File: src/sv/vsch_isqrt.sv
// ----------------------------------------------------------------------------
// vsch_isqrt
// Pipelined floor square root of a 64-bit value, one root bit per stage,
// with a sideband payload carried alongside.
// ----------------------------------------------------------------------------
module vsch_isqrt #(
  parameter int unsigned PW = 8
) (
  input  logic          clk,
  input  logic          rst,
  input  logic          in_valid,
  input  logic [63:0]   in_rad,
  input  logic [PW-1:0] in_pay,
  output logic          out_valid,
  output logic [31:0]   out_root,
  output logic [PW-1:0] out_pay
);

  localparam int unsigned STAGES = 32;

  logic          vld  [0:STAGES];
  logic [63:0]   rad  [0:STAGES];
  logic [31:0]   root [0:STAGES];
  logic [34:0]   rem  [0:STAGES];
  logic [PW-1:0] pay  [0:STAGES];

  assign vld[0]  = in_valid;
  assign rad[0]  = in_rad;
  assign root[0] = '0;
  assign rem[0]  = '0;
  assign pay[0]  = in_pay;

  for (genvar i = 0; i < STAGES; i++) begin : g_stage
    logic [34:0] rem_sh;
    logic [34:0] trial;
    logic        fits;

    // bring down two radicand bits and try the next root bit
    always_comb begin
      rem_sh = {rem[i][32:0], rad[i][63:62]};
      trial  = {1'b0, root[i], 2'b01};
      fits   = (rem_sh >= trial);
    end

    always_ff @(posedge clk) begin
      if (rst) begin
        vld[i+1] <= 1'b0;
      end else begin
        vld[i+1] <= vld[i];
      end
    end

    always_ff @(posedge clk) begin
      rad[i+1]  <= {rad[i][61:0], 2'b00};
      pay[i+1]  <= pay[i];
      rem[i+1]  <= fits ? (rem_sh - trial) : rem_sh;
      root[i+1] <= {root[i][30:0], fits};
    end
  end

  assign out_valid = vld[STAGES];
  assign out_root  = root[STAGES];
  assign out_pay   = pay[STAGES];

endmodule

File: config.mk
export PLATFORM = sky130hd
export DESIGN_NAME = vsch_isqrt
export DESIGN_NICKNAME = d
export VERILOG_FILES = /design/src/sv/vsch_isqrt.sv
export SDC_FILE = /design/constraint.sdc
export NUM_CORES = 2
export LEC_CHECK = 0
export BUFFER_PORTS_ARGS = -buffer_cell sky130_fd_sc_hd__buf_4
export CAP_MARGIN = 25
export CORE_ASPECT_RATIO = 1.5
export CORE_MARGIN = 2
export CORE_UTILIZATION = 46
export CTS_BUF_LIST = sky130_fd_sc_hd__clkbuf_4 sky130_fd_sc_hd__clkbuf_8 sky130_fd_sc_hd__clkbuf_16
export DETAILED_ROUTE_END_ITERATION = 8
export GPL_TIMING_DRIVEN = 0
export PLACE_DENSITY_LB_ADDON = 0.05
export SLEW_MARGIN = 40
export SYNTH_ARGS = -nofsm -noshare
export SYNTH_HDL_FRONTEND = slang
export SYNTH_SLANG_ARGS = --single-unit
File: constraint.sdc
create_clock -name clk -period 4.5 [get_ports clk]
set_input_delay 1.125 -clock clk [delete_from_list [all_inputs] [get_ports clk]]
set_output_delay 1.125 -clock clk [all_outputs]
set_load 0.01 [all_outputs]
# Word-level counts from Yosys, hierarchy flattened
# Index checks and enable logic that the tools add are counted.
[classes]
n_mux = 31
n_lt_le_gt_ge = 32
n_addsub = 31
[ops]
columns = ["operator", "count"]
rows = [
  ["2-to-1 mux 33 bit", 30],
  [">= comparator 35 x 10 -> 1 bit", 1],
  [">= comparator 35 x 11 -> 1 bit", 1],
  [">= comparator 35 x 12 -> 1 bit", 1],
  [">= comparator 35 x 13 -> 1 bit", 1],
  [">= comparator 35 x 14 -> 1 bit", 1],
  [">= comparator 35 x 15 -> 1 bit", 1],
  [">= comparator 35 x 16 -> 1 bit", 1],
  [">= comparator 35 x 17 -> 1 bit", 1],
  [">= comparator 35 x 18 -> 1 bit", 1],
  [">= comparator 35 x 19 -> 1 bit", 1],
  [">= comparator 35 x 20 -> 1 bit", 1],
  [">= comparator 35 x 21 -> 1 bit", 1],
  [">= comparator 35 x 22 -> 1 bit", 1],
  [">= comparator 35 x 23 -> 1 bit", 1],
  [">= comparator 35 x 24 -> 1 bit", 1],
  [">= comparator 35 x 25 -> 1 bit", 1],
  [">= comparator 35 x 26 -> 1 bit", 1],
  [">= comparator 35 x 27 -> 1 bit", 1],
  [">= comparator 35 x 28 -> 1 bit", 1],
  [">= comparator 35 x 29 -> 1 bit", 1],
  [">= comparator 35 x 3 -> 1 bit", 1],
  [">= comparator 35 x 30 -> 1 bit", 1],
  [">= comparator 35 x 31 -> 1 bit", 1],
  ["41 further kinds", 41],
]
[totals]
reg_bits = 2801
elab_cells = 253
output_inout_bits = 41

# Depth between registers and ports, before layout
[logic_depth]
depth_word = 2
depth_mapped = 14
mapped_depth_nobuf = 12

# Worst setup path before layout
# OpenSTA, ideal clock, no wires.
[synth_path]
path_type = "register -> register"
startpoint = "reg root, in the netlist g_stage[24].trial[7]"
endpoint = "reg rem, in the netlist g_stage[25].rem_sh[25]"
t_arrival_ns = 3.133
path_stages_with_launch = 13
n_path_buf = 2
setup_ns = 0.121
period_less_slack_ns = 3.254
slack_ns = 1.246
cell_sequence = "dfxtp_1 > inv_1 > ha_1 > and3_1 > and3_1 > a211oi_1 > o41ai_1 > or3_1 > a31oi_1 > and3_1 > clkbuf_1 > buf_2 > mux2_2"
[synth_via]
elab_chain_cells = 2
elab_cells_between_ends = 3
classes_between = "add/sub: 1; order compare: 1; mux: 1"
[synth_lines]
columns = ["element", "line_no", "source"]
rows = [
  ["from (decl)", "23", "logic [31:0] root [0:STAGES];"],
  ["from (signal, indexed assignment)", "57", "root[i+1] <= {root[i][30:0], fits};"],
  ["subtractor 33 x 26 -> 33 bit or >= comparator 35 x 26 -> 1 bit (tied branches)", "56, 42", ""],
  ["2-to-1 mux 33 bit (*)", "56", "rem[i+1] <= fits ? (rem_sh - trial) : rem_sh;"],
  ["to (signal, indexed assignment)", "56", ""],
  ["to (decl)", "24", "logic [34:0] rem [0:STAGES];"],
]
# Mark *: on every way between the ends. The rest lies on a longest branch, timed or not.
# A chain may end at the register's enable or synchronous reset.

# Final worst setup path
[layout_path]
startpoint = "reg root, in the netlist g_stage[27].trial[21]"
endpoint = "reg rem, in the netlist g_stage[28].rem_sh[20]"
[layout_via]
elab_chain_cells = 2
[layout_lines]
columns = ["element", "line_no", "source"]
rows = [
  [">= comparator 35 x 29 -> 1 bit", "42", "fits = (rem_sh >= trial);"],
  ["named net g_stage[27].fits", "36", "logic fits;"],
  ["2-to-1 mux 33 bit", "56", ""],
]
# The timed path passes the listed nets, and every way through them passes these cells.

==> results.md <==
- The flow ran to the end, and the final reports show no timing, DRC or antenna violations.
- Once layout is complete, the cells apart from fillers number 12800.
- The kind of end point of the critical path is a register.
- The area growth from synthesis to layout is 14.1%.
- The storage element area is 55700 um2.
- The ratio of total power to cell area is 581 nW/um2.
- Measured along the x axis, the die boundary spans 380 um.
- The worst setup slack after placement is -0.119 ns.
- The post-synthesis instance area is 97600 um2.
- The critical path launch point is g_stage[27].trial[21]$_DFF_P_.
- Each instance of the synthesized netlist takes up on average 10.4 um2.
- The fraction of final layout cells sized beyond drive strength 1 is 8.28%.
- After detailed routing, the number of vias per cell comes to 5.09.
- Across the routed clock network, the largest skew measured is 0.0579 ns.
- In the final routed layout, each cell accounts on average for 17.7 um.
- The detail route stage leaves a number of antenna-violating nets equal to 0.
- The synthesized design contains 0 enable-type register cells.
- Yosys printed 0 warnings.
- After routing the design area is 111000 um2.
- The share of synthesized area occupied by flip-flops and latches is 57.1%.
- The worst hold slack is 0.310 ns.
- The number of synthesized register bits is 2783.
- The most used flip-flop cell after synthesis is sky130_fd_sc_hd__dfxtp_1.
- The routed design could run at a clock period as short as 4.29 ns.
- The root buffer cell is sky130_fd_sc_hd__clkbuf_16.
- The number of antenna violations at the first check in global routing is 8.
- Setup repair after global routing left no endpoint under its margin.
- The via count of the first global-routing pass was 66100.
- In this run, placement finished with an instance count of 12300.
- Setup violations remaining at the end of the flow were counted as 0.
- Measured on the finished design, the core utilization comes to 52.7%.
- The synthesized design spends more area on one cell type than any other, namely sky130_fd_sc_hd__dfxtp_1.
- The tool flagged a number of max-cap violations equal to 0.
- For this run the aggregate overflow at the end of global routing stands at 0.
- Setup slack on the critical path of the routed design comes to 0.213 ns.
- The floorplan step set the die height to 568 um.
- The violation count after the first detailed-route iteration is 2672.
- The hold violation total from the final report is 0.
- After detailed routing, the number of remaining DRC violations is 0.
- In this run the count of I/O pins placed on the die edge is 116.
- The wire-length estimate of the detail-placed layout is 177000 um.
- Buffers inserted to repair hold after CTS numbered 0.
- The final total power is 64.8 mW.
- The floorplan has 207 rows.
- Yosys attributes the largest share of cell area to sky130_fd_sc_hd__dfxtp_1 57%, sky130_fd_sc_hd__ha_1 7.2%, sky130_fd_sc_hd__xor2_1 3.6%.
- Data arrives at the worst endpoint at 4.90 ns.
- In this design, the stage delay of the slowest critical-path cell is 0.66 ns.
- Across all register-to-register paths, the minimum setup slack is 0.21 ns.
- The clock drives 2783 sinks.
- The kind of start point of the critical path is a register.
- The type of the worst min-delay path is reg -> reg.
- After filler insertion, the fill cell instance count of the layout stands at 19100.
- The number of distinct library cell variants in the gate-level netlist after synthesis is 88.
- The post-detailed-routing wire length is 226000 um.
- The clock latency on the worst-skew pair is 0.83 ns.
- By count the netlist is led by 2783 x sky130_fd_sc_hd__dfxtp_1, 690 x sky130_fd_sc_hd__inv_1, 603 x sky130_fd_sc_hd__nand2_1.
- The first-pass iteration count of the detailed router is 8.
- The worst flop-to-flop path startpoint is g_stage[27].trial[21]$_DFF_P_.
- The die covers 216000 um2.
- For the pin with the worst max-slew slack, the measured transition is 0.852 ns.
- The clock tree from TritonCTS is built.
- The worst-case IR drop observed on VDD is 403 uV.
- The first global-routing pass estimated 352000 um of wire.
- The clock transition time at the flip-flop clock pins of the worst setup and hold paths is 0.06 ns.
- The synthesized netlist cell count is 9350.
- For this run, the top clock speed supported by timing is 233 MHz.
- The master of the slowest instance on the critical path is sky130_fd_sc_hd__buf_1.
- The top cell type's share of synthesized area is 57.1%.
- The core region is 212000 um2.
- The worst setup path is of the reg -> reg kind.
- The last weighted congestion value of the routability-driven placer is 0.885.
- The overall via count from detail_route is 64900.
- The cell with the most instances after synthesis is sky130_fd_sc_hd__dfxtp_1.
- Of all nets on the critical path, the largest fanout is 10.
- The aggregate negative setup slack is 0 ns.
- The H-tree was split into 5 levels.
- The multi-input combinational cells in the finished layout cover a total of 38700 um2.
- Synthesis produced a netlist with a net count of 9986.
- Input and output buffers added on the ports amount to 115.
- Of the available clock period, the critical path in the final layout requires 95.3%.
- The cell that appears most often on the critical path is sky130_fd_sc_hd__clkbuf_1.
- For this configuration, the core starts out at a cell density of 46.1%.
- Traced cell by cell, the critical path runs through inv_1 > ha_1 > clkbuf_1 > and3_1 > nand4_1 > nor4_1 > a22oi_1 > nand3b_1 > a21o_1 > a21bo_2 > clkbuf_1 > buf_1 > a21oi_1.
- The startpoint identified for the worst hold timing path is rad[316]$_DFF_P_.
- The worst-case clock buffer depth is 4.
- After the last flow step, the layout net total stands at 10400.
- The placement-stage cell area is 102000 um2.
- For this design the static power due to leakage is 51.7 nW.
- The final-report max-slew violation count is 0.
- Data on the critical path is required at its endpoint by 5.12 ns.
- For this run, asynchronously set or reset flops after synthesis account for 0%.
- The worst pin sits at a relative slew slack of 42.4%.
- Across every metal layer, demand over resource in global routing totals 20.5%.
- The maximum number of pins on one net before global-route repair is 18.
- Clock tree synthesis inserted a total of 269 buffers.
==> report_power, final <==
group / total [mW] / switching, mW / leakage, nW / internal, mW
registers: 31.4 / 2.95 / 23.3 / 28.4
clock network: 23.1 / 9.42 / 4.57 / 13.6
logic: 10.3 / 5.87 / 23.8 / 4.47
total: 64.8 / 18.2 / 51.7 / 46.5
==> kinds of logic after synthesis <==
family                   Yosys count  synth area share [%]
flip-flops                      2783                  57.1
adder cells (fa/ha/maj)          561                  7.19
XOR/XNOR                         794                  7.12
buffers and inverters            865                  3.37
AO/OA/AOI/OAI                   1838                  11.7
AND/OR/NAND/NOR                 2382                  12.1
multiplexers                     126                  1.43
other                              1               0.00384
==> registers in the layout, summed over array words and instances (netlist names) <==
name,count
g_stage.rem_sh,1037
out_pay,8
g_stage.trial,496
rad,930
pay,248
vld,31
out_root,32
out_valid,1
==> final cells by class <==
cell class | instances | area share (%)
Inverter | 695 | 2.34
Tap cell | 2821 | 3.17
Clock buffer | 358 | 6.91
Timing Repair Buffer | 116 | 0.778
Multi-Input combinational cell | 5702 | 34.8
Buffer | 170 | 0.617
Clock inverter | 112 | 1.42
Antenna cell | 2 | 0.00449
Sequential cell | 2783 | 50.0
==> final timing paths <==
path | endpoint | depth (start not counted)
max | g_stage[28].rem_sh[20]$_DFF_P_ | 13
min | g_stage[29].rem_sh[0]$_DFF_P_ | 0
max reg2reg | g_stage[28].rem_sh[20]$_DFF_P_ | 13
min reg2reg | g_stage[29].rem_sh[0]$_DFF_P_ | 0
==> cell usage in the layout, fill, tap and decap left out, types with 223 or more instances in the layout <==
cell	synthesis	routed
sky130_fd_sc_hd__nand2_1	603	603
sky130_fd_sc_hd__a21oi_1	574	573
sky130_fd_sc_hd__ha_1	561	561
sky130_fd_sc_hd__o21ai_0	467	467
sky130_fd_sc_hd__xor2_1	403	403
sky130_fd_sc_hd__inv_1	690	690
sky130_fd_sc_hd__dfxtp_1	2783	2783
sky130_fd_sc_hd__clkbuf_16	0	270
sky130_fd_sc_hd__a21o_1	223	223
sky130_fd_sc_hd__xnor2_1	391	391
sky130_fd_sc_hd__nor3_1	231	230
sky130_fd_sc_hd__nor2_1	575	574
==> routing by layer <==
layer / wire length, um / vias to the layer above / GRT usage [%]
met1: 83600 / 30500 / 20.4
met3: 6940 / 529 / 2.52
met2: 125000 / 1171 / 41.3
met4: 10200 / 2 / 9.40
li1: - / 32700 / -
met5: 13 / - / 0
==> critical path: cells and delay by family (launching register included) <==
family / cells / cell delay, ns
buffers and inverters: 4 / 1.57
and+or+nand+nor: 4 / 1.03
AOI/OAI and AO/OA: 4 / 0.77
DFF: 1 / 0.44
adders and majority gates: 1 / 0.27
==> what timing repair did <==
item / CTS / global route
setup buffers: 0 / 0
hold endpoints to repair: 0 / 0
gates cloned: 0 / 0
setup endpoints to repair: 15 / 35
resized for setup: 4 / 5
pin swaps: 0 / 0
Power figures use the tool's default switching activity.
