File: config.mk
export PLATFORM = sky130hd
export DESIGN_NAME = vsch_regs
export DESIGN_NICKNAME = d
export VERILOG_FILES = /design/src/sv/vsch_pkg.sv /design/src/sv/vsch_regs.sv
export SDC_FILE = /design/constraint.sdc
export NUM_CORES = 1
export LEC_CHECK = 0
export BUFFER_PORTS_ARGS = -buffer_cell sky130_fd_sc_hd__buf_2
export CAP_MARGIN = 20
export CORE_MARGIN = 2
export CORE_UTILIZATION = 35
export CTS_CLUSTER_SIZE = 25
export DETAILED_ROUTE_END_ITERATION = 7
export PLACE_DENSITY_LB_ADDON = 0.2
export SKIP_CTS_REPAIR_TIMING = 1
export SLEW_MARGIN = 30
export SYNTH_ARGS = -nofsm -noshare
export SYNTH_HDL_FRONTEND = slang
export SYNTH_SLANG_ARGS = --single-unit
export TNS_END_PERCENT = 10
File: constraint.sdc
create_clock -name clk -period 5.74 [get_ports clk]
set_clock_uncertainty 0.1 [all_clocks]
set_input_delay 1.722 -clock clk [delete_from_list [all_inputs] [get_ports clk]]
set_output_delay 1.722 -clock clk [all_outputs]
set_load 0.02 [all_outputs]
File: src/sv/vsch_pkg.sv
// ----------------------------------------------------------------------------
// vsch_pkg
// Shared types and constants of the trapezoid velocity scheduler.
// ----------------------------------------------------------------------------
package vsch_pkg;

  // register indexes on the configuration port
  typedef enum logic [2:0] {
    REG_SPEED_LIMIT  = 3'd0,
    REG_ACCEL_LIMIT  = 3'd1,
    REG_SEGMENT_DIST = 3'd2,
    REG_BRAKE_DIST   = 3'd3,
    REG_ORIGIN_X     = 3'd4,
    REG_ORIGIN_Y     = 3'd5
  } vsch_reg_t;

  localparam int unsigned IDX_W = 3;

  // reset values
  localparam logic [31:0] SPEED_LIMIT_RST  = 32'd327680;
  localparam logic [31:0] ACCEL_LIMIT_RST  = 32'd6554;
  localparam logic [31:0] SEGMENT_DIST_RST = 32'd16384;
  localparam logic [31:0] BRAKE_DIST_RST   = 32'd8192000;

  // long tick handling: above 0.15 s use 0.1 s
  localparam logic [15:0] DT_LIMIT   = 16'd9830;
  localparam logic [15:0] DT_CLAMPED = 16'd6554;

  // reciprocal of 5 scaled by 2^34, exact for 33-bit dividends
  localparam logic [31:0] RECIP5 = 32'hCCCCCCCD;

  // zone codes
  localparam logic [1:0] ZONE_STOP   = 2'd0;
  localparam logic [1:0] ZONE_BRAKE  = 2'd1;
  localparam logic [1:0] ZONE_CRUISE = 2'd2;

  // cycles from an accepted request to its result strobe
  localparam int unsigned LATENCY = 71;

  typedef struct packed {
    logic [31:0] speed_limit;
    logic [31:0] accel_limit;
    logic [31:0] segment_distance;
    logic [31:0] brake_distance;
    logic [31:0] origin_x;
    logic [31:0] origin_y;
  } vsch_cfg_t;

endpackage

File: src/sv/vsch_regs.sv
// ----------------------------------------------------------------------------
// vsch_regs
// Configuration register file, written over a valid/ready channel.
// ----------------------------------------------------------------------------
module vsch_regs
  import vsch_pkg::*;
(
  input  logic             clk,
  input  logic             rst,
  input  logic             cfg_valid,
  input  logic [IDX_W-1:0] cfg_index,
  input  logic [31:0]      cfg_data,
  output vsch_cfg_t        cfg
);

  // register writes, unknown indexes ignored
  always_ff @(posedge clk) begin
    if (rst) begin
      cfg.speed_limit      <= SPEED_LIMIT_RST;
      cfg.accel_limit      <= ACCEL_LIMIT_RST;
      cfg.segment_distance <= SEGMENT_DIST_RST;
      cfg.brake_distance   <= BRAKE_DIST_RST;
      cfg.origin_x         <= '0;
      cfg.origin_y         <= '0;
    end else if (cfg_valid) begin
      case (cfg_index)
        REG_SPEED_LIMIT:  cfg.speed_limit      <= cfg_data;
        REG_ACCEL_LIMIT:  cfg.accel_limit      <= cfg_data;
        REG_SEGMENT_DIST: cfg.segment_distance <= cfg_data;
        REG_BRAKE_DIST:   cfg.brake_distance   <= cfg_data;
        REG_ORIGIN_X:     cfg.origin_x         <= cfg_data;
        REG_ORIGIN_Y:     cfg.origin_y         <= cfg_data;
        default: ;
      endcase
    end
  end

endmodule

Yosys cells after proc, flatten, opt, wreduce, memory -nomap -nowiden

Index checks and enable logic that the tools add are counted.

Register bits after elaboration: 192
Input port bits: 38
Output and inout bits: 192
Logic and storage cells: 18

Equality and inequality tests: 5
Reduce and logical (&&, ||, !) cells: 7

Operators by type and width:

| operator           | count |
|---|---|
| $reduce_and 2->1   | 6 |
| $eq 3x2->1 const B | 2 |
| $eq 3x3->1 const B | 2 |
| $eq 3x1->1 const B | 1 |
| $logic_not 3->1    | 1 |

Depth between registers and ports, before layout

Gate-level depths: netlist of the first run.

Word-level depth: 2
Gate-level depth with buffers: 5
Depth with buffers taken out: 2

Worst setup path after synthesis of the first run

No wires, ideal clock.

Path kind: input -> register
From: in cfg_index[0]
To: reg cfg[183] in the netlist's numbering
Setup time: 0.124 ns
Data arrival time: 2.799 ns
Required time: 5.516 ns
Slack: 2.717 ns
Stages on the path: 5
Buffers on the path: 3
Cell sequence: clkbuf_1 -> or4b_1 -> clkbuf_1 -> buf_4 -> mux2i_1

Cells in the longest elaborated chain, start to end: 2

Ends and longest elaborated chain:

| element                           | line            | RTL |
|---|---|---|
| start, declared                   | vsch_regs.sv:11 | `input logic [IDX_W-1:0] cfg_index,` |
| $logic_not 3->1                   | vsch_regs.sv:26 | `case (cfg_index)` |
| $reduce_and 2->1 (no source line) | --              |  |
| end, declared                     | vsch_regs.sv:13 | `output vsch_cfg_t cfg` |

No other way between the ends.
A chain may end at the register's enable or synchronous reset.

Worst setup path in the final report of the first run

From: in cfg_index[2]
To: reg cfg[111] in the netlist's numbering

Cells in the longest elaborated chain, start to end: 2

Ends and longest elaborated chain:

| element                           | line |
|---|---|
| $eq 3x2->1                        | vsch_regs.sv:26 |
| $reduce_and 2->1 (no source line) | -- |

No other way between the ends.

==> flow_metrics.env, run 1 <==
export IMPL_cell_chain_critical_path="buf_2, nand4bb_4, mux2i_1"
export IMPL_vias_per_cell=4.524
export IMPL_antenna_cells=0
export IMPL_ys_warn_count=0
export IMPL_timing_critical_path_buf_inv=1
export IMPL_initial_core_util=0.3559
export IMPL_period_minus_slack_ps=2979
export IMPL_finalSetupTns_ps=0
export IMPL_antenna_violations_before_repair=0
export IMPL_layout_top_registers="cfg x192"
export IMPL_num_nets_final=927
export IMPL_area_sequential_sq_mm=0.003844
export IMPL_grt_util_all_layers=0.1747
export IMPL_cellInternalPower_w=0.002020
export IMPL_ys_seq_elements=192
export IMPL_synthesized_instance_count=681
export IMPL_grt_setup_unrepaired="no"
export IMPL_required_ps=5980
export IMPL_synthToLayoutAreaGrowth_pct=26.76
export IMPL_grt_start_max_net_pins=88
export IMPL_syn_nets=719
export IMPL_hold_viol_final=0
export IMPL_drv_cap=0
export IMPL_power_per_cell_area_mw_per_mm2=287.5
export IMPL_grt_pass1_wl_microns=30140
export IMPL_netlist_top_cells_area="sky130_fd_sc_hd__dfxtp_1, sky130_fd_sc_hd__mux2i_1, sky130_fd_sc_hd__nand2b_1"
export IMPL_drive_above_1_share=0.3060
export IMPL_power_share_combinational=0.083
export IMPL_power_leakage_nw=4.921
export IMPL_post_synth_instance_area_sq_mm=0.007482
export IMPL_finish_instance_area_sq_mm=0.009484
export IMPL_seq_area_frac_synth=0.5137
export IMPL_routed_via_count=5325
export IMPL_detailed_place_hpwl_microns=13610
export IMPL_total_clock_buffers_created_by_cts=17
export IMPL_worst_ep_arrival_time_ps=3220
export IMPL_clock_path_buffers=2
export IMPL_yosysTopAreaCell="sky130_fd_sc_hd__dfxtp_1"
export IMPL_seq_power_share=0.504
export IMPL_critPathCaptureType="flop"
export IMPL_min_delay_path_class="flop to flop"
export IMPL_max_slew_worst_pin_slew_ps=964.1
export IMPL_layout_worst_path_cycle_share=0.5191
export IMPL_die_w_microns=150.2
export IMPL_cp_slowest_stage_delay_ps=890
export IMPL_floorplan_die_height_microns=150.2
export IMPL_achievable_frequency_mhz=335.6
export IMPL_drt_pass1_iterations=4
export IMPL_routed_wl_microns=19890
export IMPL_criticalPathCategory="input port to flop"
export IMPL_final_util=0.4512
export IMPL_grt_ovfl_total=0
export IMPL_cts_tree="yes"
export IMPL_multi_input_area_sq_mm=0.003485
export IMPL_drcViolationCount=0
export IMPL_gpl_final_weighted_congestion=0.7567
export IMPL_numPortBuffers=229
export IMPL_routed_wire_length_per_instance_microns=16.90
export IMPL_critical_path_peak_fanout=32
export IMPL_slew_headroom=0.3558
export IMPL_maxSlewViolCount=0
export IMPL_cts_h_tree_lvls=4
export IMPL_net_switching_power_w=0.0007073
export IMPL_layout_common_cells="sky130_fd_sc_hd__buf_2, sky130_fd_sc_hd__nand2b_1, sky130_fd_sc_hd__mux2i_1, sky130_fd_sc_hd__dfxtp_1, sky130_fd_sc_hd__nor2_1"
export IMPL_design_die_area_sq_mm=0.02256
export IMPL_clock_pin_slew_of_the_registers_on_the_worst_case_setup_and_hold_paths_ps=80
export IMPL_setup_viol_count_final=0
export IMPL_post_synth_num_cell_types=13
export IMPL_critical_path_slowest_cell="sky130_fd_sc_hd__nand4bb_4"
export IMPL_max_flop_register="cfg"
export IMPL_clock_sink_count=192
export IMPL_row_count=53
export IMPL_coreArea_sq_mm=0.02102
export IMPL_cell_at_the_root_of_the_clock_tree="sky130_fd_sc_hd__clkbuf_16"
export IMPL_status="finished clean"
export IMPL_area_share_of_the_largest_cell_type_after_synthesis=0.5137
export IMPL_mostFrequentLayoutCell="sky130_fd_sc_hd__buf_2"
export IMPL_design_portCount=230
export IMPL_first_iter_violations=168
export IMPL_timing_critical_path_max_delay_family="simple AND/OR/NAND/NOR gates"
export IMPL_fill_cells=2069
export IMPL_average_cell_area_after_synthesis_sq_um=10.99
export IMPL_ir_worst_vdd_mv=0.1512
export IMPL_clock_power_share=0.413
export IMPL_insertion_delay_ps=430
export IMPL_count_of_antenna_violating_nets_left_after_detailed_routing=0
export IMPL_cp_start_kind="input port"
export IMPL_via_count_of_the_first_global_routing_pass=5158
export IMPL_swShare=0.2593
export IMPL_placedInstanceArea_sq_mm=0.008917
export IMPL_largest_reg_flops=192
worst paths after layout:
path | start | end | slack, ps | cells past startpoint
worst min register to register | cfg[155]$_SDFFE_PP0P_ | cfg[155]$_SDFFE_PP0P_ | 370 | 2
worst min-delay path | cfg[155]$_SDFFE_PP0P_ | cfg[155]$_SDFFE_PP0P_ | 370 | 2
worst max-delay path | cfg_index[2] | cfg[111]$_SDFFE_PP0P_ | 2760 | 3
worst max register to register | cfg[111]$_SDFFE_PP0P_ | cfg[111]$_SDFFE_PP0P_ | 5020 | 2
through the flow:
| step | hold slack [ps] | setup WS, ps | total power [W] | cells |
|---|---|---|---|---|
| 2_1_floorplan | 446.0 | 2718 | 0.001548 | 681 |
| 3_3_place_gp | 354.9 | 2029 | 0.001634 | 1143 |
| 3_5_place_dp | 359.3 | 2270 | 0.001635 | 1144 |
| 4_1_cts | 374.3 | 2717 | 0.002765 | 1176 |
| 5_1_grt | 388.7 | 2670 | 0.002841 | 1177 |
| 6_report | 368.4 | 2761 | 0.002727 | 1177 |
metal layers:
layer,GRT usage,up-vias,share of wire
li1,-,2665,-
met1,0.2246,2501,0.46
met2,0.2863,136,0.47
met3,0.03606,23,0.047
met4,0.07123,0,0.024
met5,0,-,0
cell families after synthesis:
| family | Yosys count | share of synthesized area |
|---|---|---|
| simple gates | 247 | 0.2010 |
| mux | 192 | 0.2569 |
| flops | 192 | 0.5137 |
| buf+inv | 50 | 0.02843 |
worst min-delay path: cells and delay by family, from the launching register on:
kind | cells | cell delay (ps)
muxes | 1 | 60
and+or+nand+nor | 1 | 60
DFF | 1 | 310
area by class of cell:
type / instances / area share
well taps: 275 / 0.03628
repair buffers: 239 / 0.1334
clock inverters: 15 / 0.01280
multi-input cells: 439 / 0.3674
clock buffers: 17 / 0.04485
flip-flops and latches: 192 / 0.4053
synth_stat cells:
cell and n:
sky130_fd_sc_hd__dfxtp_1 192, sky130_fd_sc_hd__nand4b_1 2, sky130_fd_sc_hd__nor2_1 30, sky130_fd_sc_hd__and4b_1 1, sky130_fd_sc_hd__nor4b_1 1, sky130_fd_sc_hd__nor4bb_1 1, sky130_fd_sc_hd__nand2b_1 208, sky130_fd_sc_hd__clkbuf_1 32
sky130_fd_sc_hd__mux2i_1 192, sky130_fd_sc_hd__buf_4 1, sky130_fd_sc_hd__or4b_1 1, sky130_fd_sc_hd__nand4bb_1 3, sky130_fd_sc_hd__buf_2 17
power groups by stage:
stage          sequential, W  combinational [W]  clock [W]
2_1_floorplan        0.00144           0.000106          0
3_3_place_gp         0.00141           0.000228          0
3_5_place_dp         0.00141           0.000229          0
4_1_cts              0.00137           0.000230    0.00116
5_1_grt              0.00138           0.000244    0.00122
6_report             0.00137           0.000226    0.00113
No activity file was read; power rests on OpenSTA's default activity.
==> run 2, diff against run 1 <==
==> constraint.sdc (replaced) <==
create_clock -name clk -period 2.6 [get_ports clk]
set_clock_uncertainty 0.1 [all_clocks]
set_input_delay 0.78 -clock clk [delete_from_list [all_inputs] [get_ports clk]]
set_output_delay 0.78 -clock clk [all_outputs]
set_load 0.02 [all_outputs]
==> flow_metrics.env, run 2 (same netlist as run 1, synthesis figures left out) <==
export IMPL_status="finished clean"
export IMPL_max_flop_register="cfg"
export IMPL_via_count_of_the_first_global_routing_pass=5210
export IMPL_layout_worst_path_cycle_share=0.7097
export IMPL_timing_critical_path_max_delay_family="flip-flops"
export IMPL_crit_path_capture="cfg[31]"
export IMPL_cts_tree="yes"
export IMPL_count_of_antenna_violating_nets_left_after_detailed_routing=0
export IMPL_drt_pass1_iterations=4
export IMPL_floorplan_die_height_microns=150.2
export IMPL_die_w_microns=150.2
export IMPL_mostFrequentLayoutCell="sky130_fd_sc_hd__buf_2"
export IMPL_criticalPathCategory="flop to primary output"
export IMPL_grt_setup_unrepaired="no"
export IMPL_power_share_combinational=0.081
export IMPL_grt_pass1_wl_microns=30500
export IMPL_worst_r2r_startpoint="cfg[6]$_SDFFE_PP0P_"
export IMPL_finalSetupTns_ps=0
export IMPL_synthToLayoutAreaGrowth_pct=29.28
export IMPL_row_count=53
export IMPL_initial_core_util=0.3559
export IMPL_hold_viol_final=0
export IMPL_cell_chain_critical_path="buf_2"
export IMPL_met1_usage=0.2319
export IMPL_achievable_frequency_mhz=541.9
export IMPL_cp_slowest_stage_delay_ps=360
export IMPL_worst_r2r_cell_count=2
export IMPL_slew_headroom=0.6454
export IMPL_finish_instance_area_sq_mm=0.009673
export IMPL_drcViolationCount=0
export IMPL_maxSlewViolCount=0
export IMPL_critical_path_slowest_cell="sky130_fd_sc_hd__dfxtp_1"
export IMPL_period_minus_slack_ps=1845
export IMPL_detailed_place_hpwl_microns=13930
export IMPL_antenna_violations_before_repair=0
export IMPL_layout_common_cells="sky130_fd_sc_hd__buf_2, sky130_fd_sc_hd__nand2b_1, sky130_fd_sc_hd__mux2i_1, sky130_fd_sc_hd__dfxtp_1, sky130_fd_sc_hd__nor2_1"
export IMPL_cts_h_tree_lvls=4
export IMPL_final_util=0.4602
export IMPL_largest_reg_flops=192
export IMPL_drive_above_1_share=0.3117
export IMPL_clock_sink_count=192
export IMPL_routed_wl_microns=20080
export IMPL_max_slew_worst_pin_slew_ps=531.9
export IMPL_clock_path_buffers=2
export IMPL_grt_util_all_layers=0.1776
export IMPL_layout_top_registers="cfg x192"
export IMPL_routed_via_count=5323
export IMPL_vias_per_cell=4.488
export IMPL_groute_layer_met3_usage=0.03909
export IMPL_required_ps=1720
export IMPL_design_portCount=230
export IMPL_cellInternalPower_w=0.004815
export IMPL_antenna_cells=0
export IMPL_num_nets_final=937
export IMPL_cp_start_kind="flop"
export IMPL_top_usage_layer="met2"
export IMPL_power_per_cell_area_mw_per_mm2=652.7
export IMPL_final_setup_worst_slack_ps=754.7
export IMPL_met2_usage=0.2904
export IMPL_stdcell_count=1186
export IMPL_placedInstanceArea_sq_mm=0.009054
export IMPL_total_clock_buffers_created_by_cts=17
export IMPL_coreArea_sq_mm=0.02102
export IMPL_gpl_final_weighted_congestion=0.7490
export IMPL_numPortBuffers=229
export IMPL_placed_cells=1155
export IMPL_ir_worst_vdd_mv=0.3933
export IMPL_design_die_area_sq_mm=0.02256
export IMPL_drv_cap=0
export IMPL_path_depth=1
export IMPL_swShare=0.2374
export IMPL_power_leakage_nw=5.022
export IMPL_grt_ovfl_total=0
export IMPL_critPathCaptureType="primary output"
export IMPL_first_iter_violations=149
export IMPL_critical_path_peak_fanout=2
export IMPL_register_to_register_setup_slack_ps=1880
export IMPL_seq_power_share=0.481
export IMPL_grt_start_max_net_pins=72
export IMPL_worst_ep_arrival_time_ps=970
export IMPL_worstReg2RegEnd="cfg[6]$_SDFFE_PP0P_"
export IMPL_timing_critical_path_buf_inv=1
export IMPL_place_ws_ps=435.9
export IMPL_min_delay_path_class="flop to flop"
export IMPL_whs_path_depth=2
export IMPL_net_switching_power_w=0.001499
export IMPL_insertion_delay_ps=420
export IMPL_setup_viol_count_final=0
export IMPL_routed_wire_length_per_instance_microns=16.93
export IMPL_cell_at_the_root_of_the_clock_tree="sky130_fd_sc_hd__clkbuf_16"
export IMPL_clock_pin_slew_of_the_registers_on_the_worst_case_setup_and_hold_paths_ps=70
export IMPL_worstSetupStartpoint="cfg[31]$_SDFFE_PP0P_"
export IMPL_clock_power_share=0.438
-- run 2: cell types whose count changed in the layout (fill, tap and decap cells not counted), moves of 2 or more --
cell                         before  now
sky130_fd_sc_hd__buf_12           3    7
sky130_fd_sc_hd__buf_4            7   14
sky130_fd_sc_hd__bufinv_16        0    3
sky130_fd_sc_hd__clkbuf_8         0    3
sky130_fd_sc_hd__clkinv_4         0    3
sky130_fd_sc_hd__clkinvlp_4       3    0
sky130_fd_sc_hd__inv_6            7    3
sky130_fd_sc_hd__inv_8            2    0
-- run 2: how the worst min path moves through the flow --
stage,startpoint,end,slack (ps)
finish,cfg[164]$_SDFFE_PP0P_,cfg[164]$_SDFFE_PP0P_,370
global route,cfg[164]$_SDFFE_PP0P_,cfg[164]$_SDFFE_PP0P_,380
CTS,cfg[164]$_SDFFE_PP0P_,cfg[164]$_SDFFE_PP0P_,370
detailed placement,cfg[164]$_SDFFE_PP0P_,cfg[164]$_SDFFE_PP0P_,360
global placement,cfg[154]$_SDFFE_PP0P_,cfg[154]$_SDFFE_PP0P_,350
floorplan,cfg[144]$_SDFFE_PP0P_,cfg[144]$_SDFFE_PP0P_,450
-- run 2: final cells by class --
class                   instances  area, sq um
fillers                      2000        11350
flip-flops and latches        192         3844
multi-input cells             439         3480
repair buffers                249         1386
clock buffers                  20        466.7
well taps                     275        344.1
clock inverters                11        152.6
-- run 2: through the flow --
step                      power, W  hold slack, ps
after floorplan           0.003417           446.0
final                     0.006314           369.2
after detailed placement  0.003623           361.7
after global routing      0.006544           383.5
after CTS                 0.006396           371.8
after global placement    0.003623           354.4
-- run 2: layer usage --
metal / wire, microns / up-vias
li1: - / 2681
met1: 9351 / 2497
met2: 9432 / 125
met3: 952 / 20
met4: 342 / 0
met5: 0 / -
-- run 2: worst reg2reg max path: stages (launching register included) --
cell                       delay [ps]
sky130_fd_sc_hd__dfxtp_1          350
sky130_fd_sc_hd__nand2b_1          60
sky130_fd_sc_hd__mux2i_1          130
-- run 2: power groups by stage --
| stage | clock network (W) | registers, W | logic (W) |
|---|---|---|---|
| 2_1_floorplan | 0 | 0.00318 | 0.000234 |
| 3_3_place_gp | 0 | 0.00310 | 0.000519 |
| 3_5_place_dp | 0 | 0.00310 | 0.000519 |
| 4_1_cts | 0.00284 | 0.00304 | 0.000521 |
| 5_1_grt | 0.00295 | 0.00304 | 0.000552 |
| 6_report | 0.00276 | 0.00304 | 0.000514 |
